**src/hdl/ccs_pkg.sv**
```systemverilog
package ccs_pkg;

   localparam int unsigned VALUE_W = 31;
   localparam int unsigned WORD_W  = 32;
   localparam int unsigned MSB_W   = 5;

   typedef enum logic [1:0] {
      MODE_GROW_CAP     = 2'd0,
      MODE_CLASS_GROW   = 2'd1,
      MODE_CLASS_SHRINK = 2'd2,
      MODE_SHRINK_TRIG  = 2'd3
   } mode_type;

   typedef struct packed {
      logic              use_round;
      logic [WORD_W-1:0] early;
      logic [WORD_W-1:0] round_arg;
      logic [MSB_W-1:0]  msb;
   } mid_type;

   function automatic logic [MSB_W-1:0] msb_of(input logic [WORD_W-1:0] x);
      logic [MSB_W-1:0] n;
      n = '0;
      for (int i = 0; i < WORD_W; i++) begin
         if (x[i]) begin
            n = MSB_W'(i);
         end
      end
      return n;
   endfunction

   function automatic logic [WORD_W-1:0] class_step(input logic [WORD_W-1:0] p);
      logic [WORD_W-1:0] s;
      if (p >= WORD_W'(64)) begin
         s = p >> 2;
      end else if (p >= WORD_W'(8)) begin
         s = p >> 1;
      end else begin
         s = p;
      end
      return s;
   endfunction

endpackage

```
**src/hdl/ccs_prep.sv**
```systemverilog
module ccs_prep import ccs_pkg::*; (
   input  mode_type            mode,
   input  logic [VALUE_W-1:0]  value,
   output mid_type             mid
);

   logic [WORD_W-1:0] v;
   logic [MSB_W-1:0]  msb;
   logic [WORD_W-1:0] p;
   logic [WORD_W-1:0] part;
   logic [WORD_W-1:0] above;
   logic [WORD_W-1:0] grow_d;
   logic [WORD_W-1:0] trig_d;
   logic [WORD_W-1:0] shrink_u;
   logic [WORD_W-1:0] trig_r;

   assign v     = WORD_W'(value);
   assign msb   = msb_of(v);
   assign p     = WORD_W'(1) << msb;
   assign part  = class_step(p);
   assign above = v & (part - WORD_W'(1));

   always_comb begin
      if (p >= WORD_W'(64)) begin
         grow_d = p >> 2;
      end else if (p >= WORD_W'(8)) begin
         grow_d = p >> 1;
      end else begin
         grow_d = WORD_W'(4);
      end
   end

   always_comb begin
      if (v >= WORD_W'(96)) begin
         if (v >= p + (p >> 1)) begin
            trig_d = p >> 1;
         end else if (v >= p + (p >> 2)) begin
            trig_d = (p >> 2) + (p >> 3);
         end else begin
            trig_d = p >> 2;
         end
      end else if (v >= WORD_W'(80)) begin
         trig_d = WORD_W'(32);
      end else if (v >= WORD_W'(16)) begin
         trig_d = v >> 1;
      end else begin
         trig_d = WORD_W'(8);
      end
   end

   assign trig_r = (trig_d > v) ? '0 : (v - trig_d + WORD_W'(1));

   // small shrink inputs map onto the fixed classes 4 and 8
   always_comb begin
      if (v <= WORD_W'(1)) begin
         shrink_u = WORD_W'(4);
      end else if (v <= WORD_W'(5)) begin
         shrink_u = WORD_W'(8);
      end else if (above != WORD_W'(1)) begin
         shrink_u = v + part;
      end else begin
         shrink_u = v;
      end
   end

   always_comb begin
      mid.msb = msb;
      case (mode)
         MODE_GROW_CAP: begin
            mid.use_round = 1'b0;
            mid.early     = v + grow_d;
            mid.round_arg = v;
         end
         MODE_CLASS_GROW: begin
            mid.use_round = 1'b1;
            mid.early     = '0;
            mid.round_arg = v;
         end
         MODE_CLASS_SHRINK: begin
            mid.use_round = 1'b1;
            mid.early     = '0;
            mid.round_arg = shrink_u;
         end
         default: begin
            mid.use_round = 1'b0;
            mid.early     = trig_r;
            mid.round_arg = v;
         end
      endcase
   end

endmodule

```
**src/hdl/ccs_round.sv**
```systemverilog
module ccs_round import ccs_pkg::*; (
   input  mid_type            mid,
   output logic [WORD_W-1:0]  result
);

   logic [WORD_W-1:0] u;
   logic [WORD_W-1:0] p;
   logic [WORD_W-1:0] part;
   logic [WORD_W-1:0] above;
   logic [WORD_W-1:0] cls;

   assign u     = mid.round_arg;
   assign p     = WORD_W'(1) << msb_of(u);
   assign part  = class_step(p);
   assign above = u & (part - WORD_W'(1));

   always_comb begin
      if (u <= WORD_W'(4)) begin
         cls = WORD_W'(4);
      end else if (u <= WORD_W'(8)) begin
         cls = WORD_W'(8);
      end else if (above == '0) begin
         cls = u;
      end else begin
         cls = u + (part - above);
      end
   end

   assign result = mid.use_round ? cls : mid.early;

endmodule

```
**src/hdl/container_capacity_sizing_core.sv**
```systemverilog
// Capacity sizing core: each transaction carries a mode (req_tuser) and a
// 31-bit size or capacity (req_tdata); it returns the sizing answer and the
// index of the value's highest set bit on rsp_tdata. One transaction is
// accepted every cycle while the pipeline is not stalled; the answer
// passes from the input register that takes the transaction through the stage
// register between bit scan/adjust and class rounding to the result register.
// Backpressure on rsp_tready stalls the pipeline once its stages are full; no
// reset-time sweep, the core is ready right after reset.
module container_capacity_sizing_core import ccs_pkg::*; (
   input  logic        clock,
   input  logic        reset,
   input  logic        req_tvalid,
   output logic        req_tready,
   input  logic [31:0] req_tdata,   // [30:0] value, [31] zero
   input  logic [1:0]  req_tuser,   // [1:0] mode
   output logic        rsp_tvalid,
   input  logic        rsp_tready,
   output logic [39:0] rsp_tdata    // [31:0] result, [36:32] msb_index, [39:37] zero
);

   logic               in_v_ff,  in_v_in;
   logic               mid_v_ff, mid_v_in;
   logic               out_v_ff, out_v_in;
   mode_type           mode_ff;
   logic [VALUE_W-1:0] value_ff;
   mid_type            mid_ff;
   mid_type            mid_comb;
   logic [WORD_W-1:0]  result_ff;
   logic [MSB_W-1:0]   msb_ff;
   logic [WORD_W-1:0]  result_comb;
   logic               out_adv, mid_adv, in_adv;

   assign out_adv = !out_v_ff || rsp_tready;
   assign mid_adv = !mid_v_ff || out_adv;
   assign in_adv  = !in_v_ff || mid_adv;

   assign in_v_in  = in_adv  ? req_tvalid : in_v_ff;
   assign mid_v_in = mid_adv ? in_v_ff    : mid_v_ff;
   assign out_v_in = out_adv ? mid_v_ff   : out_v_ff;

   ccs_prep u_prep (
      .mode  (mode_ff),
      .value (value_ff),
      .mid   (mid_comb)
   );

   ccs_round u_round (
      .mid    (mid_ff),
      .result (result_comb)
   );

   always_ff @(posedge clock) begin
      if (reset) begin
         in_v_ff  <= 1'b0;
         mid_v_ff <= 1'b0;
         out_v_ff <= 1'b0;
      end else begin
         in_v_ff  <= in_v_in;
         mid_v_ff <= mid_v_in;
         out_v_ff <= out_v_in;
      end
   end

   always_ff @(posedge clock) begin
      if (in_adv) begin
         mode_ff  <= mode_type'(req_tuser);
         value_ff <= req_tdata[VALUE_W-1:0];
      end
      if (mid_adv) begin
         mid_ff <= mid_comb;
      end
      if (out_adv) begin
         result_ff <= result_comb;
         msb_ff    <= mid_ff.msb;
      end
   end

   assign req_tready = in_adv;
   assign rsp_tvalid = out_v_ff;
   assign rsp_tdata  = {3'b000, msb_ff, result_ff};

endmodule

```
**config.mk**
```make
export PLATFORM = sky130hd
export DESIGN_NAME = container_capacity_sizing_core
export DESIGN_NICKNAME = d
export VERILOG_FILES = /design/src/hdl/ccs_pkg.sv /design/src/hdl/ccs_prep.sv /design/src/hdl/ccs_round.sv /design/src/hdl/container_capacity_sizing_core.sv
export SDC_FILE = /design/constraint.sdc
export NUM_CORES = 1
export LEC_CHECK = 0
export BUFFER_PORTS_ARGS = -buffer_cell sky130_fd_sc_hd__buf_2
export CORE_MARGIN = 2
export CORE_UTILIZATION = 60
export DETAILED_ROUTE_END_ITERATION = 7
export GPL_TIMING_DRIVEN = 0
export PLACE_DENSITY_LB_ADDON = 0.05
export RECOVER_POWER = 25
export SYNTH_ARGS = -nofsm -noshare
export SYNTH_HDL_FRONTEND = slang
export SYNTH_SLANG_ARGS = --single-unit
```
**constraint.sdc**
```tcl
create_clock -name clock -period 13.9 [get_ports clock]
set_clock_uncertainty 0.2 [all_clocks]
set_input_delay 0.695 -clock clock [delete_from_list [all_inputs] [get_ports clock]]
set_output_delay 0.695 -clock clock [all_outputs]
set_load 0.01 [all_outputs]
```
==> results of run 1 <==
[power breakdown]
| group | leakage (nW) | total, W | internal, W | switching (W) |
|---|---|---|---|---|
| clock network | 0.296 | 0.000510 | 0.000245 | 0.000265 |
| logic | 9.00 | 0.000857 | 0.000330 | 0.000527 |
| registers | 1.57 | 0.000603 | 0.000547 | 0.0000561 |
| total | 10.9 | 0.00197 | 0.00112 | 0.000848 |
[routing by layer]
layer / part of all wire / vias up / global-route usage
met5: 0.00015 / - / 0
met4: 0.088 / 2 / 0.340
met3: 0.092 / 416 / 0.0784
met2: 0.45 / 1500 / 0.735
met1: 0.37 / 10900 / 0.515
li1: - / 10400 / -
[cell type report]
class / instances / area, µm²
plain buffers: 98 / 462
fillers: 2993 / 12200
well taps: 468 / 586
inverters: 149 / 559
multi-input cells: 2318 / 17000
clock buffers: 17 / 425
clock inverters: 15 / 181
flip-flops and latches: 143 / 4260
repair buffers: 116 / 711
[critical path, delay by kind of cell, from the launching register on]
family	cells	cell delay [ns]
AO/OA/AOI/OAI	27	5.72
AND/OR/NAND/NOR	13	2.78
buffers and inverters	5	2.24
flip-flops	1	0.92
adder cells (fa/ha/maj)	3	0.84
XOR/XNOR	2	0.36
multiplexers	1	0.09
[metrics by stage]
stage,total power (W),hold WS (ns)
global placement,0.00139,0.202
floorplan,0.00115,0.200
detailed placement,0.00141,0.207
global route,0.00204,0.186
CTS,0.00192,0.181
finish,0.00197,0.173
[final timing paths]
| check | startpoint | end | slack [ns] | cells after the start |
|---|---|---|---|---|
| worst max-delay path | value_ff[27] | mid_ff[68] | 0.38 | 51 |
| worst min-delay path | req_tdata[26] | value_ff[26] | 0.17 | 1 |
| worst max register to register | value_ff[27] | mid_ff[68] | 0.38 | 51 |
| worst min register to register | mid_ff[0] | msb_ff[0] | 0.22 | 0 |
[state kept, by name (all words and copies together), names as in the netlist]
| name | cells |
|---|---|
| value_ff | 31 |
| mid_ff | 70 |
| mode_ff | 2 |
| mid_v_ff | 1 |
| rsp_tvalid | 1 |
| msb_ff | 5 |
| in_v_ff | 1 |
| result_ff | 32 |
[repair_timing]
| action | CTS | global route |
|---|---|---|
| setup endpoints to repair | 11 | 10 |
| gates resized for setup | 25 | 52 |
| pin swaps | 1 | 8 |
| endpoints found under the hold margin | 0 | 0 |
| setup buffers | 8 | 29 |
[logic make-up (layout without fill, tap and decap cells)]
kind of cell | after synthesis | in the layout | share of synthesized area
buffers and inverters | 247 | 395 | 0.0448
other | 2 | 12 | 0.000341
xor gates and xnor gates | 193 | 193 | 0.0767
adders and majority gates | 368 | 368 | 0.210
AOI/OAI and AO/OA | 834 | 834 | 0.256
and+or+nand+nor | 861 | 861 | 0.195
DFF | 143 | 143 | 0.193
muxes | 50 | 50 | 0.0232
[layout by cell type, fill, tap and decap left out, types with 34 or more instances in the layout]
| cell | synthesis | final |
|---|---|---|
| buf_2 | 15 | 88 |
| clkbuf_1 | 67 | 57 |
| ha_1 | 361 | 361 |
| xnor2_1 | 131 | 131 |
| nand2b_1 | 60 | 60 |
| nand2_1 | 220 | 219 |
| and2_1 | 35 | 34 |
| inv_1 | 146 | 145 |
| nor2_1 | 194 | 186 |
| nand3_1 | 64 | 63 |
| o211ai_1 | 35 | 35 |
| mux2i_1 | 41 | 41 |
| a21oi_1 | 201 | 199 |
| buf_4 | 5 | 43 |
| nor3_1 | 80 | 78 |
| xor2_1 | 62 | 62 |
| a21o_1 | 75 | 75 |
| o21ai_0 | 148 | 144 |
| edfxtp_1 | 140 | 140 |
==> results.md, run 1 <==
* GRT overflow at 0
* Area growth syn-to-layout at 9.90%
* Setup TNS at 0 ns
* Gpl congestion at 1.10
* Final worst slack at 0.383 ns
* Crit-path slowest cell: edfxtp_1
* Ys async rst share at 0
* Worst Path Max Fanout at 13
* Leading area contributor after synthesis: ha_1
* Top cells by count, synth: 361 x ha_1, 220 x nand2_1, 201 x a21oi_1
* Finished Cell Area at 24,200 µm²
* Max_slew headroom at -0.353
* Min-Delay Path Class: primary input to flip-flop
* CTS Buf Count at 17
* CP Launch Type: flip-flop
* Final ANT Viol Nets at 0
* Syn Inst Count at 2,698
* Diode count at 0
* CTS sink count at 143
* Critical path's most frequent cell: a21oi_1
* Share of the synthesized area in the top cell type at 0.205
* Hpwl dp at 69,100 µm
* PortBufs at 75
* CTS tree: built
* Skew-Pair Late Insertion Delay at 0.49 ns
* Crit Path Class: flip-flop to flip-flop
* Main flop type after synthesis: edfxtp_1
* Final non-filler cell total at 3,324
* Max-cap viol count at 1
* Vias in the first global route at 22,400
* Worst-Margin Slew at 2.03 ns
* Cell with the most instances after synthesis: ha_1
* Total GRT Usage at 0.444
* DRT iter0 DRCs at 2,697
* Synth warnings at 0
* Number of flops mapped to enable cells by yosys at 140
* Die height at 196 µm
* Fin crit share at 0.972
* Final Hold Fails at 0
* Row count at 70
* Worst endpoint required time at 13.86 ns
* Critical Path Sink Type: flip-flop
* Clock buffer depth at 2
* Placed cell areas at 23,100 µm²
* Synth top area cells: ha_1 20%, edfxtp_1 19%, xnor2_1 5.2%, a21oi_1 4.6%, nand2_1 3.7%
* Via count at 23,200
* Initial Util at 0.605
* Die X at 196 µm
* CP arrival at 13.48 ns
* Sequential area share after synthesis at 0.193
* Leak at 10.9 nW
* Final-stage net count at 3,247
* FMAX at 0.0740 GHz
* Dpl ws at -1.20 ns
* Util after Layout at 0.665
* Synthesized flop and latch total at 143
* Failing checks: DRC, capacitance limit, slew limit
* I/O pin total at 80
* DIE AREA at 38,300 µm²
* DRT Pass-1 Iters at 8
* Avg WL per Cell at 26.1 µm
* Vias/cell at 6.98
* Clock root buffer: clkbuf_16
* CTS H-tree lvls at 4
* Core Area at 36,400 µm²
* Routed WL at 86,900 µm
* Initial antenna violation count at 1
* Cts hold-fix bufs at 0
* Max VDD drop at 0.0945 mV
* Final max-slew violation count at 34
* # DRC at 3
* Cell variety after synth at 102
* Final Setup Violations at 0
* Post-Syn Area at 22,000 µm²
* Pin count of the biggest net entering global routing at 53
* Slowest stage delay, CP at 0.92 ns
* Placed instance count at 3,255
* Pwr/cell area at 81.3 nW/µm²
* Synth Area per Inst at 8.17 µm²
* First-pass GRT wire length at 129,000 µm
* Outcome: finished, violations left
* Share of layout cells above drive strength 1 at 0.101
* Crit path time final at 13.52 ns
* CTS clk-pin slew, worst paths at 0.10 ns
(Power assumes the default switching activity.)
==> run 2: changes to the inputs <==
--- a/config.mk
+++ b/config.mk
@@ -5,13 +5,14 @@
 export SDC_FILE = /design/constraint.sdc
 export NUM_CORES = 1
 export LEC_CHECK = 0
+export ABC_AREA = 0
 export BUFFER_PORTS_ARGS = -buffer_cell sky130_fd_sc_hd__buf_2
 export CORE_MARGIN = 2
 export CORE_UTILIZATION = 60
 export DETAILED_ROUTE_END_ITERATION = 7
+export GPL_ROUTABILITY_DRIVEN = 0
 export GPL_TIMING_DRIVEN = 0
 export PLACE_DENSITY_LB_ADDON = 0.05
-export RECOVER_POWER = 25
 export SYNTH_ARGS = -nofsm -noshare
 export SYNTH_HDL_FRONTEND = slang
 export SYNTH_SLANG_ARGS = --single-unit
==> run 2 against run 1 <==
Compared with the run above:
- the flow now finishes without violations
- count of clock-buffer cells in the layout increased by 1
- largest power group unchanged
- first-iteration DRC count fell by 6.0%
- sequential share of layout area is 0.14 points higher
- hold slack improved by 0.018 ns
- cell count is 0.63% lower
- clock power shrank 7.5%
- utilization decreased by 0.54 points
- final area shrank 0.81%
==> results.md, run 2 (synthesized netlist as in run 1, its figures left out) <==
* Outcome: complete, no violations
* Critical Path Sink Type: flip-flop
* Commonest non-fill, non-tap cells in the layout: 361 x ha_1, 219 x nand2_1, 197 x a21oi_1, 188 x nor2_1, 145 x o21ai_0
* DRT Pass-1 Iters at 8 (unchanged)
* PortBufs at 75 (unchanged)
* P_sw at 0.000777 W (-8.4%)
* Area growth syn-to-layout at 9.01%
* Sequential fraction of design power at 0.315 (+0.009)
* Final max-slew violation count at 0 (-100%)
* Hold path depth at 1 (unchanged)
* Max_slew headroom at 0.110 (+0.462)
* CP arrival at 13.33 ns (-0.15 ns)
* Pwr/cell area at 79.2 nW/µm² (-2.7%)
* First-pass GRT wire length at 119,000 µm (-7.3%)
* Worst-case reg-to-reg path depth at 52 (+2.0%)
* CTS Buf Count at 17 (unchanged)
* Final-stage net count at 3,226 (-0.65%)
* Clock Power Share at 0.248 (-0.011)
* CTS H-tree lvls at 4 (unchanged)
* I/O pin total at 80 (unchanged)
* Placed cell areas at 23,100 µm² (-0.15%)
* Critical path's most frequent cell: a21oi_1
* Max reg flops at 70 (unchanged)
* FF-to-FF End: mid_ff[63]
* Worst Hold Endpoint: value_ff[9]
* Crit path time final at 13.33 ns (-0.187 ns)
* Crit Path Class: flip-flop to flip-flop
* Vias in the first global route at 21,800 (-2.7%)
* Hpwl dp at 61,200 µm (-11%)
* Total GRT Usage at 0.404 (-0.0407)
* Slowest stage delay, CP at 0.56 ns (-0.36 ns)
* CTS clk-pin slew, worst paths at 0.07 ns (-0.03 ns)
* Worst-Margin Slew at 1.33 ns (-0.704 ns)
* Initial antenna violation count at 2 (+1)
* Crit-path slowest cell: edfxtp_1
* Avg WL per Cell at 23.5 µm (-10%)
* Share of layout cells above drive strength 1 at 0.0963 (-0.00454)
* Core Area at 36,400 µm² (unchanged)
* Largest regs: mid_ff: 70 flops, result_ff: 32 flops, value_ff: 31 flops
* Final non-filler cell total at 3,303 (-0.63%)
* Row count at 70 (unchanged)
* Finished Cell Area at 24,000 µm² (-0.81%)
* CTS sink count at 143 (unchanged)
* Die X at 196 µm (unchanged)
* Internal at 0.00113 W (+0.34%)
* Min-Delay Path Class: primary input to flip-flop
* FILL cells at 3,119 (+4.2%)
* Final hold slack at 0.191 ns (+0.0176 ns)
* Diode count at 0 (unchanged)
* Via count at 22,500 (-2.9%)
* FMAX at 0.0750 GHz (+1.4%)
* DIE AREA at 38,300 µm² (unchanged)
* Vias/cell at 6.82 (-2.3%)
* Initial Util at 0.605 (unchanged)
* Sw Share at 0.408 (-0.0223)
* Worst Path Max Fanout at 10 (-3)
* Register-to-register setup slack at 0.57 ns (+0.19 ns)
* Die height at 196 µm (unchanged)
* Clock root buffer: clkbuf_16
* Reg with most FFs: mid_ff
* Fin crit share at 0.959 (-0.0134)
* DRT iter0 DRCs at 2,536 (-6.0%)
* Skew-Pair Late Insertion Delay at 0.47 ns (-0.02 ns)
* CP Launch Type: flip-flop
* Routed WL at 77,700 µm (-11%)
* Final Hold Fails at 0 (unchanged)
* Leak at 10.7 nW (-1.1%)
* CTS tree: built
* Final Setup Violations at 0 (unchanged)
* # DRC at 0 (-3)
* Clock buffer depth at 2 (unchanged)
* Pin count of the biggest net entering global routing at 51 (-3.8%)
* Max-cap viol count at 0 (-1)
* Max VDD drop at 0.0986 mV (+4.3%)
* Worst endpoint required time at 13.90 ns (+0.04 ns)
* Placed instance count at 3,253 (-0.061%)
* Comb power frac at 0.437 (+0.002)
* Cts hold-fix bufs at 0 (unchanged)
* Most common cell after layout, fill and taps aside: ha_1
* Final ANT Viol Nets at 0 (unchanged)
* Worst hold path startpoint: req_tdata[9]
* Worst reg2reg startpoint: value_ff[5]
* GRT overflow at 0 (unchanged)
## run 2: final cells by class
cell class                 count  area [µm²]  area share
multi-input combinational   2318       17000       0.709
clock buffer                  18         429      0.0179
inverter                     149         559      0.0233
timing repair buffer          96         568      0.0236
tap                          468         586      0.0244
sequential                   143        4260       0.177
clock inverter                14         145     0.00604
buffer                        97         440      0.0183
## run 2: how the worst max path moves through the flow
| stage | from | to | depth (start not counted) |
|---|---|---|---|
| after floorplan | value_ff[19] | mid_ff[66] | 51 |
| after global placement | value_ff[28] | mid_ff[68] | 51 |
| after detailed placement | value_ff[28] | mid_ff[68] | 51 |
| after CTS | value_ff[19] | mid_ff[68] | 51 |
| after global routing | value_ff[6] | mid_ff[63] | 51 |
| final | value_ff[5] | mid_ff[63] | 52 |
## run 2: power groups by stage
stage / combinational, W / sequential [W] / clock (W)
2_1_floorplan: 0.000548 / 0.000602 / 0
3_3_place_gp: 0.000761 / 0.000607 / 0
3_5_place_dp: 0.000774 / 0.000609 / 0
4_1_cts: 0.000789 / 0.000596 / 0.000476
5_1_grt: 0.000897 / 0.000605 / 0.000493
6_report: 0.000831 / 0.000600 / 0.000472
## run 2: critical path: cells and delay by family (launching register included)
family	cells	cell delay, ns
AO/OA/AOI/OAI	28	6.11
AND/OR/NAND/NOR	12	2.98
buffers and inverters	6	1.62
XOR/XNOR	2	0.39
flip-flops	1	0.56
adder cells (fa/ha/maj)	4	1.16
## run 2: layer usage
| layer | track usage | share of wire | vias up |
|---|---|---|---|
| met2 | 0.647 | 0.44 | 1387 |
| met4 | 0.284 | 0.083 | 4 |
| met3 | 0.0916 | 0.098 | 418 |
| met1 | 0.481 | 0.38 | 10400 |
| met5 | 0 | 0.00032 | - |
| li1 | - | - | 10300 |
## run 2: repair_timing
item	4_1_cts	5_1_grt
hold endpoints to repair	0	0
setup endpoints to repair	8	9
gates resized for setup	13	50
buffers inserted	13	5
pin swaps	0	3
## run 2: through the flow
step | TNS (ns) | worst slack, ns | power [W] | utilization
after floorplan | 0 | 2.77 | 0.00115 | -
after global placement | -5.90 | -1.09 | 0.00137 | 0.632
after detailed placement | -6.44 | -1.11 | 0.00138 | 0.634
after CTS | 0 | 0.117 | 0.00186 | 0.654
after global routing | -0.0452 | -0.0320 | 0.00200 | 0.659
final | 0 | 0.570 | 0.00190 | 0.659
